[config.mk]
export PLATFORM = sky130hd
export DESIGN_NAME = circular_handle_fifo
export DESIGN_NICKNAME = d
export VERILOG_FILES = /design/src/hw/rtl/chf_pkg.sv /design/src/hw/rtl/chf_ram.sv /design/src/hw/rtl/chf_ctrl.sv /design/src/hw/rtl/chf_datapath.sv /design/src/hw/rtl/circular_handle_fifo.sv
export SDC_FILE = /design/constraint.sdc
export NUM_CORES = 1
export LEC_CHECK = 0
export ABC_CLOCK_PERIOD_IN_PS = 6700
export BUFFER_PORTS_ARGS = -buffer_cell sky130_fd_sc_hd__buf_2
export CAP_MARGIN = 0
export CORE_MARGIN = 1
export CORE_UTILIZATION = 45
export CTS_CLUSTER_DIAMETER = 100
export DETAILED_ROUTE_END_ITERATION = 7
export HOLD_SLACK_MARGIN = 0.06
export SYNTH_ARGS = -nofsm -noshare
export SYNTH_HDL_FRONTEND = slang
export SYNTH_HIERARCHICAL = 1
export SYNTH_SLANG_ARGS = --single-unit
[constraint.sdc]
create_clock -name i_clk -period 6.7 [get_ports i_clk]
set_input_delay 0.335 -clock i_clk [delete_from_list [all_inputs] [get_ports i_clk]]
set_output_delay 0.335 -clock i_clk [all_outputs]
set_load 0.01 [all_outputs]
[src/hw/rtl/chf_pkg.sv]
// Shared types and constants of the circular handle FIFO.
package chf_pkg;

    typedef enum logic [1:0] {
        OP_PUSH  = 2'd0,
        OP_POP   = 2'd1,
        OP_PEEK  = 2'd2,
        OP_FLUSH = 2'd3
    } t_op;

    typedef enum logic [2:0] {
        ST_IDLE,
        ST_EXEC,
        ST_READ,
        ST_LOAD,
        ST_OUT
    } t_state;

    typedef struct packed {
        logic start;
        logic exec;
        logic load;
    } t_cmd;

    typedef struct packed {
        logic empty;
        logic remain_zero;
    } t_status;

    localparam logic [4:0] CAP_RESET   = 5'd16;
    localparam int         CAP_W       = 5;
    localparam int         FILL_W      = 5;
    localparam logic [0:0] REG_CAPACITY = 1'b0;

endpackage

[src/hw/rtl/chf_ram.sv]
// Generic single-write, single-read RAM with registered read data.
module chf_ram #(
    parameter int WIDTH = 32,
    parameter int DEPTH = 16
) (
    input  logic                     i_clk,
    input  logic                     i_we,
    input  logic [$clog2(DEPTH)-1:0] i_waddr,
    input  logic [WIDTH-1:0]         i_wdata,
    input  logic [$clog2(DEPTH)-1:0] i_raddr,
    output logic [WIDTH-1:0]         o_rdata
);

    logic [WIDTH-1:0] r_mem [DEPTH];
    logic [WIDTH-1:0] r_rdata;

    always_ff @(posedge i_clk) begin
        if (i_we) begin
            r_mem[i_waddr] <= i_wdata;
        end
        r_rdata <= r_mem[i_raddr];
    end

    assign o_rdata = r_rdata;

endmodule

[src/hw/rtl/chf_ctrl.sv]
// Controller state machine that sequences push, pop, peek and flush.
module chf_ctrl
    import chf_pkg::*;
(
    input  logic    i_clk,
    input  logic    i_rst_n,
    input  logic    i_in_valid,
    input  t_op     i_op,
    output logic    o_in_ready,
    output logic    o_out_valid,
    input  logic    i_out_ready,
    output t_cmd    o_cmd,
    input  t_status i_status
);

    t_state r_state;
    t_state n_state;

    always_ff @(posedge i_clk) begin
        if (!i_rst_n) begin
            r_state <= ST_IDLE;
        end else begin
            r_state <= n_state;
        end
    end

    always_comb begin
        n_state     = r_state;
        o_cmd       = '0;
        o_in_ready  = 1'b0;
        o_out_valid = 1'b0;
        case (r_state)
            ST_IDLE: begin
                o_in_ready = 1'b1;
                if (i_in_valid) begin
                    o_cmd.start = 1'b1;
                    // Pop, peek and flush on a non-empty queue go through a store read first; the rest go to execute.
                    if (i_op == OP_PUSH || i_status.empty) begin
                        n_state = ST_EXEC;
                    end else begin
                        n_state = ST_READ;
                    end
                end
            end
            ST_EXEC: begin
                o_cmd.exec = 1'b1;
                n_state    = ST_OUT;
            end
            ST_READ: begin
                n_state = ST_LOAD;
            end
            ST_LOAD: begin
                o_cmd.load = 1'b1;
                n_state    = ST_OUT;
            end
            ST_OUT: begin
                o_out_valid = 1'b1;
                if (i_out_ready) begin
                    n_state = i_status.remain_zero ? ST_IDLE : ST_READ;
                end
            end
            default: begin
                n_state = ST_IDLE;
            end
        endcase
    end

endmodule

[src/hw/rtl/chf_datapath.sv]
// Datapath: indices, capacity, handle store, flush walker and result register.
module chf_datapath
    import chf_pkg::*;
#(
    parameter int DEPTH        = 16,
    parameter int HANDLE_WIDTH = 32
) (
    input  logic                    i_clk,
    input  logic                    i_rst_n,
    input  t_cmd                    i_cmd,
    output t_status                 o_status,
    input  t_op                     i_op,
    input  logic [HANDLE_WIDTH-1:0] i_handle,
    input  logic                    i_cfg_we,
    input  logic [CAP_W-1:0]        i_cfg_data,
    output logic [CAP_W-1:0]        o_cap,
    output logic [HANDLE_WIDTH-1:0] o_handle,
    output logic                    o_handle_valid,
    output logic                    o_accepted,
    output logic [FILL_W-1:0]       o_fill,
    output logic                    o_queue_empty,
    output logic                    o_last
);

    localparam int IW      = $clog2(DEPTH);
    localparam int CW      = $clog2(DEPTH + 1);
    localparam int CAP_RST = (int'(CAP_RESET) > DEPTH) ? DEPTH : int'(CAP_RESET);

    function automatic logic [IW-1:0] adv(input logic [IW-1:0] idx,
                                          input logic [CW-1:0] cap);
        logic [CW-1:0] inc;
        inc = CW'(idx) + CW'(1);
        return (inc < cap) ? IW'(inc) : '0;
    endfunction

    function automatic logic [CW-1:0] fill(input logic [IW-1:0] old,
                                           input logic [IW-1:0] nf,
                                           input logic          emp,
                                           input logic [CW-1:0] cap);
        logic [CW-1:0] res;
        if (emp) begin
            res = '0;
        end else if (old < nf) begin
            res = CW'(nf) - CW'(old);
        end else begin
            res = cap - (CW'(old) - CW'(nf));
        end
        return res;
    endfunction

    logic [CAP_W-1:0]        r_cap,      n_cap;
    logic [CW-1:0]           r_cap_use,  n_cap_use;
    logic [IW-1:0]           r_oldest,   n_oldest;
    logic [IW-1:0]           r_nf,       n_nf;
    logic                    r_empty,    n_empty;
    logic [IW-1:0]           r_walk,     n_walk;
    logic [CW-1:0]           r_remain,   n_remain;
    t_op                     r_op,       n_op;
    logic [HANDLE_WIDTH-1:0] r_handle,   n_handle;

    logic [HANDLE_WIDTH-1:0] r_out_handle, n_out_handle;
    logic                    r_out_valid,  n_out_valid;
    logic                    r_out_acc,    n_out_acc;
    logic [CW-1:0]           r_out_fill;
    logic                    r_out_empty;
    logic                    r_out_last,   n_out_last;
    logic                    ld_out;

    logic                    we;
    logic [IW-1:0]           waddr;
    logic [HANDLE_WIDTH-1:0] rdata;
    logic [IW-1:0]           adv_old;

    chf_ram #(
        .WIDTH (HANDLE_WIDTH),
        .DEPTH (DEPTH)
    ) u_store (
        .i_clk   (i_clk),
        .i_we    (we),
        .i_waddr (waddr),
        .i_wdata (r_handle),
        .i_raddr (r_walk),
        .o_rdata (rdata)
    );

    assign adv_old = adv(r_oldest, r_cap_use);

    always_comb begin
        n_cap        = r_cap;
        n_cap_use    = r_cap_use;
        n_oldest     = r_oldest;
        n_nf         = r_nf;
        n_empty      = r_empty;
        n_walk       = r_walk;
        n_remain     = r_remain;
        n_op         = r_op;
        n_handle     = r_handle;
        n_out_handle = '0;
        n_out_valid  = 1'b0;
        n_out_acc    = 1'b0;
        n_out_last   = 1'b1;
        ld_out       = 1'b0;
        we           = 1'b0;
        waddr        = r_nf;
        if (i_cfg_we) begin
            n_cap    = i_cfg_data;
            n_oldest = '0;
            n_nf     = '0;
            n_empty  = 1'b1;
            // A capacity of zero acts as one, anything above the store depth as the depth.
            if (i_cfg_data == '0) begin
                n_cap_use = CW'(1);
            end else if (32'(i_cfg_data) > 32'(DEPTH)) begin
                n_cap_use = CW'(DEPTH);
            end else begin
                n_cap_use = CW'(i_cfg_data);
            end
        end else if (i_cmd.start) begin
            n_op     = i_op;
            n_handle = i_handle;
            n_walk   = r_oldest;
            if (i_op == OP_FLUSH) begin
                n_remain = fill(r_oldest, r_nf, r_empty, r_cap_use);
                n_empty  = 1'b1;
            end else begin
                n_remain = '0;
            end
        end else if (i_cmd.exec) begin
            ld_out = 1'b1;
            if (r_op == OP_PUSH) begin
                if (r_empty) begin
                    // A push into an empty queue restarts both indices.
                    we        = 1'b1;
                    waddr     = '0;
                    n_oldest  = '0;
                    n_nf      = adv('0, r_cap_use);
                    n_empty   = 1'b0;
                    n_out_acc = 1'b1;
                end else if (r_nf != r_oldest) begin
                    we        = 1'b1;
                    n_nf      = adv(r_nf, r_cap_use);
                    n_out_acc = 1'b1;
                end
            end
        end else if (i_cmd.load) begin
            ld_out       = 1'b1;
            n_out_handle = rdata;
            n_out_valid  = 1'b1;
            n_out_acc    = 1'b1;
            if (r_op == OP_FLUSH) begin
                n_out_last = (r_remain == CW'(1));
                n_remain   = r_remain - CW'(1);
                n_walk     = adv(r_walk, r_cap_use);
            end else if (r_op == OP_POP) begin
                n_oldest = adv_old;
                n_empty  = (adv_old == r_nf);
            end
        end
    end

    always_ff @(posedge i_clk) begin
        if (!i_rst_n) begin
            r_cap     <= CAP_RESET;
            r_cap_use <= CW'(CAP_RST);
            r_oldest  <= '0;
            r_nf      <= '0;
            r_empty   <= 1'b1;
            r_remain  <= '0;
        end else begin
            r_cap     <= n_cap;
            r_cap_use <= n_cap_use;
            r_oldest  <= n_oldest;
            r_nf      <= n_nf;
            r_empty   <= n_empty;
            r_remain  <= n_remain;
        end
    end

    always_ff @(posedge i_clk) begin
        r_walk   <= n_walk;
        r_op     <= n_op;
        r_handle <= n_handle;
        if (ld_out) begin
            r_out_handle <= n_out_handle;
            r_out_valid  <= n_out_valid;
            r_out_acc    <= n_out_acc;
            r_out_fill   <= fill(n_oldest, n_nf, n_empty, r_cap_use);
            r_out_empty  <= n_empty;
            r_out_last   <= n_out_last;
        end
    end

    assign o_status.empty       = r_empty;
    assign o_status.remain_zero = (r_remain == '0);
    assign o_cap                = r_cap;
    assign o_handle             = r_out_handle;
    assign o_handle_valid       = r_out_valid;
    assign o_accepted           = r_out_acc;
    assign o_fill               = FILL_W'(r_out_fill);
    assign o_queue_empty        = r_out_empty;
    assign o_last               = r_out_last;

endmodule

[src/hw/rtl/circular_handle_fifo.sv]
// Push, pop, peek: the result is registered; push and empty-queue ops go through the execute state,
// pop and peek through a registered read of the handle store and a load. One word is in flight at
// a time; a flush of n handles gives n results, and the next word waits until the last one is taken.
// Each flush result costs a store read, a load into the result register and the handshake.
// Reset (synchronous, active low) empties the queue and sets the capacity to 16;
// the handle store itself is not cleared.
module circular_handle_fifo
    import chf_pkg::*;
#(
    parameter int DEPTH        = 16,
    parameter int HANDLE_WIDTH = 32
) (
    input  logic                                     i_clk,
    input  logic                                     i_rst_n,
    input  logic                                     s_axis_tvalid,
    output logic                                     s_axis_tready,
    // tdata: handle_in
    input  logic [((HANDLE_WIDTH + 7) / 8) * 8 - 1:0] s_axis_tdata,
    // tuser: operation
    input  logic [1:0]                               s_axis_tuser,
    output logic                                     m_axis_tvalid,
    input  logic                                     m_axis_tready,
    // tdata: handle_out, accepted, fill_count, queue_empty, zero padding
    output logic [((HANDLE_WIDTH + 14) / 8) * 8 - 1:0] m_axis_tdata,
    // tuser: handle_valid
    output logic                                     m_axis_tuser,
    output logic                                     m_axis_tlast,
    input  logic                                     psel,
    input  logic                                     penable,
    input  logic                                     pwrite,
    input  logic [2:0]                               paddr,
    input  logic [31:0]                              pwdata,
    output logic [31:0]                              prdata,
    output logic                                     pready
);

    localparam int OUT_W = ((HANDLE_WIDTH + 14) / 8) * 8;
    localparam int PAD_W = OUT_W - HANDLE_WIDTH - FILL_W - 2;

    t_cmd                    cmd;
    t_status                 status;
    t_op                     op;
    logic                    cfg_we;
    logic [CAP_W-1:0]        cap;
    logic [HANDLE_WIDTH-1:0] out_handle;
    logic                    out_acc;
    logic [FILL_W-1:0]       out_fill;
    logic                    out_empty;

    assign op     = t_op'(s_axis_tuser);
    assign pready = 1'b1;
    assign cfg_we = psel && penable && pwrite && (paddr[2] == REG_CAPACITY);
    assign prdata = (paddr[2] == REG_CAPACITY) ? 32'(cap) : '0;

    chf_ctrl u_ctrl (
        .i_clk       (i_clk),
        .i_rst_n     (i_rst_n),
        .i_in_valid  (s_axis_tvalid),
        .i_op        (op),
        .o_in_ready  (s_axis_tready),
        .o_out_valid (m_axis_tvalid),
        .i_out_ready (m_axis_tready),
        .o_cmd       (cmd),
        .i_status    (status)
    );

    chf_datapath #(
        .DEPTH        (DEPTH),
        .HANDLE_WIDTH (HANDLE_WIDTH)
    ) u_datapath (
        .i_clk          (i_clk),
        .i_rst_n        (i_rst_n),
        .i_cmd          (cmd),
        .o_status       (status),
        .i_op           (op),
        .i_handle       (s_axis_tdata[HANDLE_WIDTH-1:0]),
        .i_cfg_we       (cfg_we),
        .i_cfg_data     (pwdata[CAP_W-1:0]),
        .o_cap          (cap),
        .o_handle       (out_handle),
        .o_handle_valid (m_axis_tuser),
        .o_accepted     (out_acc),
        .o_fill         (out_fill),
        .o_queue_empty  (out_empty),
        .o_last         (m_axis_tlast)
    );

    assign m_axis_tdata = {{PAD_W{1'b0}}, out_empty, out_fill, out_acc, out_handle};

    // No new word is taken while a result is still pending.
    a_no_accept_while_pending: assert property (@(posedge i_clk) disable iff (!i_rst_n)
        m_axis_tvalid |-> !s_axis_tready)
        else $error("input accepted while a result is pending");

    a_empty_matches_fill: assert property (@(posedge i_clk) disable iff (!i_rst_n)
        m_axis_tvalid |-> (out_empty == (out_fill == '0)))
        else $error("queue_empty disagrees with fill_count");

    a_invalid_is_last: assert property (@(posedge i_clk) disable iff (!i_rst_n)
        (m_axis_tvalid && !m_axis_tuser) |-> m_axis_tlast)
        else $error("result without a handle is not marked last");

    a_flush_reports_empty: assert property (@(posedge i_clk) disable iff (!i_rst_n)
        (m_axis_tvalid && !m_axis_tlast) |-> (out_empty && m_axis_tuser))
        else $error("intermediate flush result has wrong status");

endmodule
-- Yosys cells after proc, flatten, opt, wreduce, memory -nomap -nowiden
Memories as Yosys holds them, arrays and structs flattened. A register that Yosys moved wholly into a read port is not among the register bits.
Index checks and enable logic that the tools add are counted.
- memories: 1
- bits in writable memories: 512
- register bits after elaboration: 106
- output and inout port bits: 77
- word-level logic and storage cells: 140
- input bits: 76
- memory list (name ; depth ; bits a word ; rd ports ; clocked after memory_dff ; wr ports ; RTL line ; RTL):
    u_datapath.u_store.r_mem ; 16 ; 32 ; 1 ; 1 ; 1 ; chf_ram.sv:14 ; logic [WIDTH-1:0] r_mem [DEPTH];
- reduce and logical (&&, ||, !) cells: 19
- bitwise operators: 4
- add/sub/neg operators: 10
- magnitude comparators: 7
- equal/unequal tests: 13
- muxes and demuxes: 70
- operators with widths (cell ; number):
    $mux W4 ; 26
    $mux W5 ; 11
    $mux W1 ; 28
    $sub A4 B4 Y5 ; 4
    $add A4 B1 Y5 const B ; 3
    $lt A5 B5 Y1 ; 3
    $pmux W3 S4 ; 1
    $logic_not A5 Y1 ; 2
    $sub A5 B5 Y5 ; 2
    $lt A4 B4 Y1 ; 2
    $eq A3 B2 Y1 const B ; 2
    $mux W3 ; 2
    $eq A5 B1 Y1 const B ; 1
    $gt A5 B5 Y1 const B ; 1
    $lt A1 B5 Y1 const A ; 1
    $reduce_or A5 Y1 ; 1
    $sub A5 B1 Y5 const B ; 1
    $eq A2 B2 Y1 const B ; 2
    $eq A4 B4 Y1 ; 1
    $logic_not A2 Y1 ; 2
    $mux W2 ; 2
    $ne A2 B2 Y1 const B ; 2
    $ne A4 B4 Y1 ; 1
    $not A1 Y1 ; 4
    other kinds (13) ; 18

-- Depth between registers and ports, before layout
- depth after elaboration: 12
- gate-level depth with buffers: 19
- mapped depth without buffers: 18

-- Hierarchy
The synthesis kept the hierarchy.
- modules (own cells, without submodules) (module ; instances ; cells each ; area each (um2) ; sequential area each (um2)):
    chf_ram ; 1 ; 838 ; 19836.5 ; 16015.4
    chf_datapath ; 1 ; 477 ; 5450.2 ; 2852.7
    circular_handle_fifo ; 1 ; 39 ; 294.0 ; 0.0
    chf_ctrl ; 1 ; 23 ; 210.2 ; 60.1

-- Worst setup path after synthesis
OpenSTA, ideal clock, no wires.
- kind: reg2reg
- from: register u_ctrl.r_state[1]
- to: memory u_datapath.u_store.r_mem[0][0] (enable)
- setup time: 461 ps
- data arrival time: 4180 ps
- data required time: 6239 ps
- period minus slack after synthesis: 4641 ps
- stages on the path, launching flop included: 10
- setup slack: 2059 ps
- path buffers: 2
- cells stage by stage: dfxtp_1 > buf_2 > nor3_1 > and2_1 > clkbuf_1 > nand3b_1 > nor2_1 > o21a_1 > or3b_2 > nor3_1
- RTL lines (element ; RTL line ; RTL):
    start: declaration ; chf_ctrl.sv:16 ; t_state r_state;
    start signal: assignment ; chf_ctrl.sv:23 ; r_state <= n_state;
    end: declaration ; chf_ram.sv:14 ;

-- Worst setup path after layout
- from: register u_datapath.r_oldest[0]
- to: register u_datapath.r_out_fill[4], in the netlist u_datapath/o_fill[4], data pin
- word-level cells in the longest chain between the ends: 12
- elaborated cells between the ends (all ways): 30
- classes of those cells: 4 x add/sub; 2 x order compare; 2 x eq/ne; 22 x mux
- ends and longest elaborated chain (element ; RTL line ; RTL):
    start: declaration ; chf_datapath.sv:53 ; logic [IW-1:0] r_oldest, n_oldest;
    start signal: assignment ; chf_datapath.sv:172 ; r_oldest <= n_oldest;
    $add A4 B1 Y5 (*) ; chf_datapath.sv:32 ; inc = CW'(idx) + CW'(1);
    $lt A5 B5 Y1 ; chf_datapath.sv:33 ; return (inc < cap) ? IW'(inc) : '0;
    $mux W4 (*) ; chf_datapath.sv:33 ;
    $mux W4 (*) ; chf_datapath.sv:154 ; end else if (r_op == OP_POP) begin
    $mux W4 (*) ; chf_datapath.sv:150 ; if (r_op == OP_FLUSH) begin
    $mux W4 (*) ; chf_datapath.sv:145 ; end else if (i_cmd.load) begin
    $mux W4 (*) ; chf_datapath.sv:128 ; end else if (i_cmd.exec) begin
    $mux W4 (*) ; chf_datapath.sv:118 ; end else if (i_cmd.start) begin
    $mux W4 (*) ; chf_datapath.sv:105 ; if (i_cfg_we) begin
    named net u_datapath.n_oldest[1] ; chf_datapath.sv:53 ;
    $sub A4 B4 Y5 ; chf_datapath.sv:46 ; res = cap - (CW'(old) - CW'(nf));
    $sub A5 B5 Y5 ; chf_datapath.sv:46 ;
    $mux W5 (*) ; chf_datapath.sv:43 ; end else if (old < nf) begin
    end signal: assignment ; chf_datapath.sv:187 ; r_out_fill <= fill(n_oldest, n_nf, n_empty, r_cap_use);
    end: declaration ; chf_datapath.sv:64 ; logic [CW-1:0] r_out_fill;
The timed path passes the listed nets; every way through them passes the cells marked *.
A chain may end at the register's enable or synchronous reset.

==> impl_metrics.yaml <==
outcome:
  status: "finished, final reports clean"
logic_synthesis:
  synthTopCellsByArea: "edfxtp_1 69%, mux4_2 11%, dfxtp_1 4.6%"
  syn_inst: 1377
  synthArstFlopShare: 0
  synth_edf_count: 591
  ys_seq_area_frac: 0.734
  synth_area_um2: 25800
  yosys_warnings: 6
  synth_seq_cells: 650
  synth_cell_types: 71
  avgSynthCellArea_um2: 18.7
  ys.flop_type: "edfxtp_1"
  yosys.area.top_type: "edfxtp_1"
  synth_top_cell_area_share: 0.688
timing:
  setup_viol: 0
  min_period_over_period: 0.688
  timing.final.ws_setup_ps: 2090
  period_needed_ps: 4610
  rsz0062_at_grt: "false"
  slew-limit-headroom: 0.195
  setup-tns-final_ps: 0
  hold_viol_final: 0
  fmax_mhz: 217
  worst_pin_slew_ps: 1200
  final_max_slew_viol_count: 0
  fin_skew_ps: 24.1
die:
  fp.dieW_um: 241
  die-area_um2: 58300
  die_h_um: 241
  row_count: 87
  core_um2: 56500
  start_util: 0.457
  design.portCount: 153
pwr:
  power.density_nw_per_um2: 309
  ir_drop_mv: 0.210
  p_leak_nw: 10.1
  power_mw: 9.27
cts:
  cts_sinks: 650
  clock_path_buffers: 3
  htree_num_levels: 3
  clk_latency_ps: 610
  clk_pin_slew_ps: 60
  cts-root-buf: "clkbuf_16"
  cts_buffers: 70
  cts_tree: "yes"
place:
  io_buffers: 94
  finalWeightedCongestion: 0.832
  dp_cells: 2193
  hpwl_um: 30000
  place_ws_ps: 2120
final_layout:
  utilization: 0.531
  final_cell_mix: "591 x edfxtp_1, 128 x mux4_2, 94 x buf_2"
  syn_to_final_growth_pct: 16.3
  final_common_cell: "edfxtp_1"
  drive_gt1_frac: 0.252
  fin_cells: 2363
  diodes: 0
  nNetsFinal: 1670
route:
  drt_iter0_markers: 1027
  drt-total-wl_um: 56200
  routed_via_density: 5.55
  post_drt_wl_per_cell_um: 23.8
  detail-route-antenna-nets: 0
  first_pass_iters: 5
  routed-via-count: 13106
  drc: 0
setup_path:
  critPathRequiredTime_ps: 7130
  arrival_ps: 5040
  end_kind: "flop"
  critPathMaxFanout: 8
  startpoint_type: "flop"
  worstSetupPathType: "reg2reg"
global_routing:
  grt_pass1_wl_um: 83700
  grt_max_degree: 70
  gr-total-overflow: 0
  grt_pass1_vias: 13339
  antenna_found_initial: 1
  track_usage: 0.199
run:
  maxCapViolCount: 0
worst_hold_path:
  hold_class: "in2reg"
[per-stage QoR]
stage	hold WS (ps)	cell area (um^2)
after floorplan	426	25900
after global placement	443	27200
after detailed placement	461	27200
after CTS	125	30000
after global routing	155	30000
final	161	30000
[cells in the mapped netlist, drive strengths merged, types with 4 or more instances]
library cell,number
dfxtp,59
o21a,8
o21ai,26
nor2,50
buf,64
a22oi,68
mux2i,7
nand3,9
nor2b,9
nor4b,5
and3,4
nand3b,4
a21oi,27
o211ai,4
a31oi,4
ha,34
inv,36
and2,38
and2b,6
a32oi,4
nor3,17
nand2,52
or2,9
xnor2,12
a21o,6
a2bb2oi,4
nand2b,5
mux4,128
clkbuf,28
fa,10
edfxtp,591
xor2,6
[repair_timing]
| item | 4_1_cts | 5_1_grt |
|---|---|---|
| hold buffers | 41 | 0 |
| buffers inserted | 0 | 0 |
| hold endpoints to repair | 48 | 0 |
| gates resized for setup | 0 | 0 |
[layout make-up]
type	instances	area, um^2
Inverter	36	135
Clock buffer	90	1880
Tap cell	756	946
Sequential cell	650	18900
Clock inverter	39	509
Timing Repair Buffer	166	1130
Multi-Input combinational cell	626	6460
Fill cell	4412	26500
[sequential cells by signal, summed over array words and instances (netlist names), 3 cells and up]
name / count
u_datapath/u_store/r_mem: 512
u_datapath/o_handle: 32
u_datapath/r_handle: 32
u_datapath/u_store/o_rdata: 32
u_datapath/o_cap: 5
u_datapath/o_fill: 5
u_datapath/r_cap_use: 5
u_datapath/r_remain: 5
u_datapath/r_nf: 4
u_datapath/r_oldest: 4
u_datapath/r_walk: 4
u_ctrl/r_state: 3
[logic make-up after synthesis]
family | count (synthesis) | share of synthesized area
AOI/OAI and AO/OA | 171 | 0.0466
other | 2 | 0.000291
muxes | 138 | 0.116
adders and majority gates | 44 | 0.0243
DFF | 650 | 0.734
and+or+nand+nor | 226 | 0.0471
xor gates and xnor gates | 18 | 0.00640
buffers and inverters | 128 | 0.0255
[power by group]
part           switching, mW  leakage [nW]  internal, mW
clock                   1.57          1.15          2.39
combinational          0.363          3.07         0.302
sequential            0.0915          5.86          4.55
total                   2.02          10.1          7.24
[path summary, 6_finish.rpt]
kind                                          start  slack (ps)  depth (start not counted)                            endpoint
hold reg to reg    u_datapath/o_cap[4]$_SDFFE_PN1P_         470                          2    u_datapath/o_cap[4]$_SDFFE_PN1P_
setup reg to reg  u_datapath/r_oldest[0]$_SDFF_PN0_        2090                         17  u_datapath/o_fill[4]$_SDFFCE_PP0P_
setup / recovery  u_datapath/r_oldest[0]$_SDFF_PN0_        2090                         17  u_datapath/o_fill[4]$_SDFFCE_PP0P_
hold / removal                        s_axis_tvalid         160                          4      u_ctrl/r_state[1]$_SDFFE_PN0P_
[worst max-delay path, stage by stage (launching register included)]
cell,delay (ps)
dfxtp_1,510
ha_1,260
xor2_2,260
ha_1,300
a21oi_1,190
o21ai_0,190
a31oi_1,240
a21oi_1,90
o32a_1,380
nor2_1,250
fa_1,500
fa_1,440
inv_1,70
a21o_1,100
a21oi_1,70
xnor2_1,240
a32oi_1,90
a211oi_1,250
[metal layers]
metal  GRT usage  vias up  share of wire
li1            -     5799              -
met1       0.275     6904           0.44
met2       0.329      317           0.50
met3      0.0332       86          0.046
met4      0.0533        0          0.019
met5           0        -              0
Note: power is estimated with default switching activity, not from simulation.
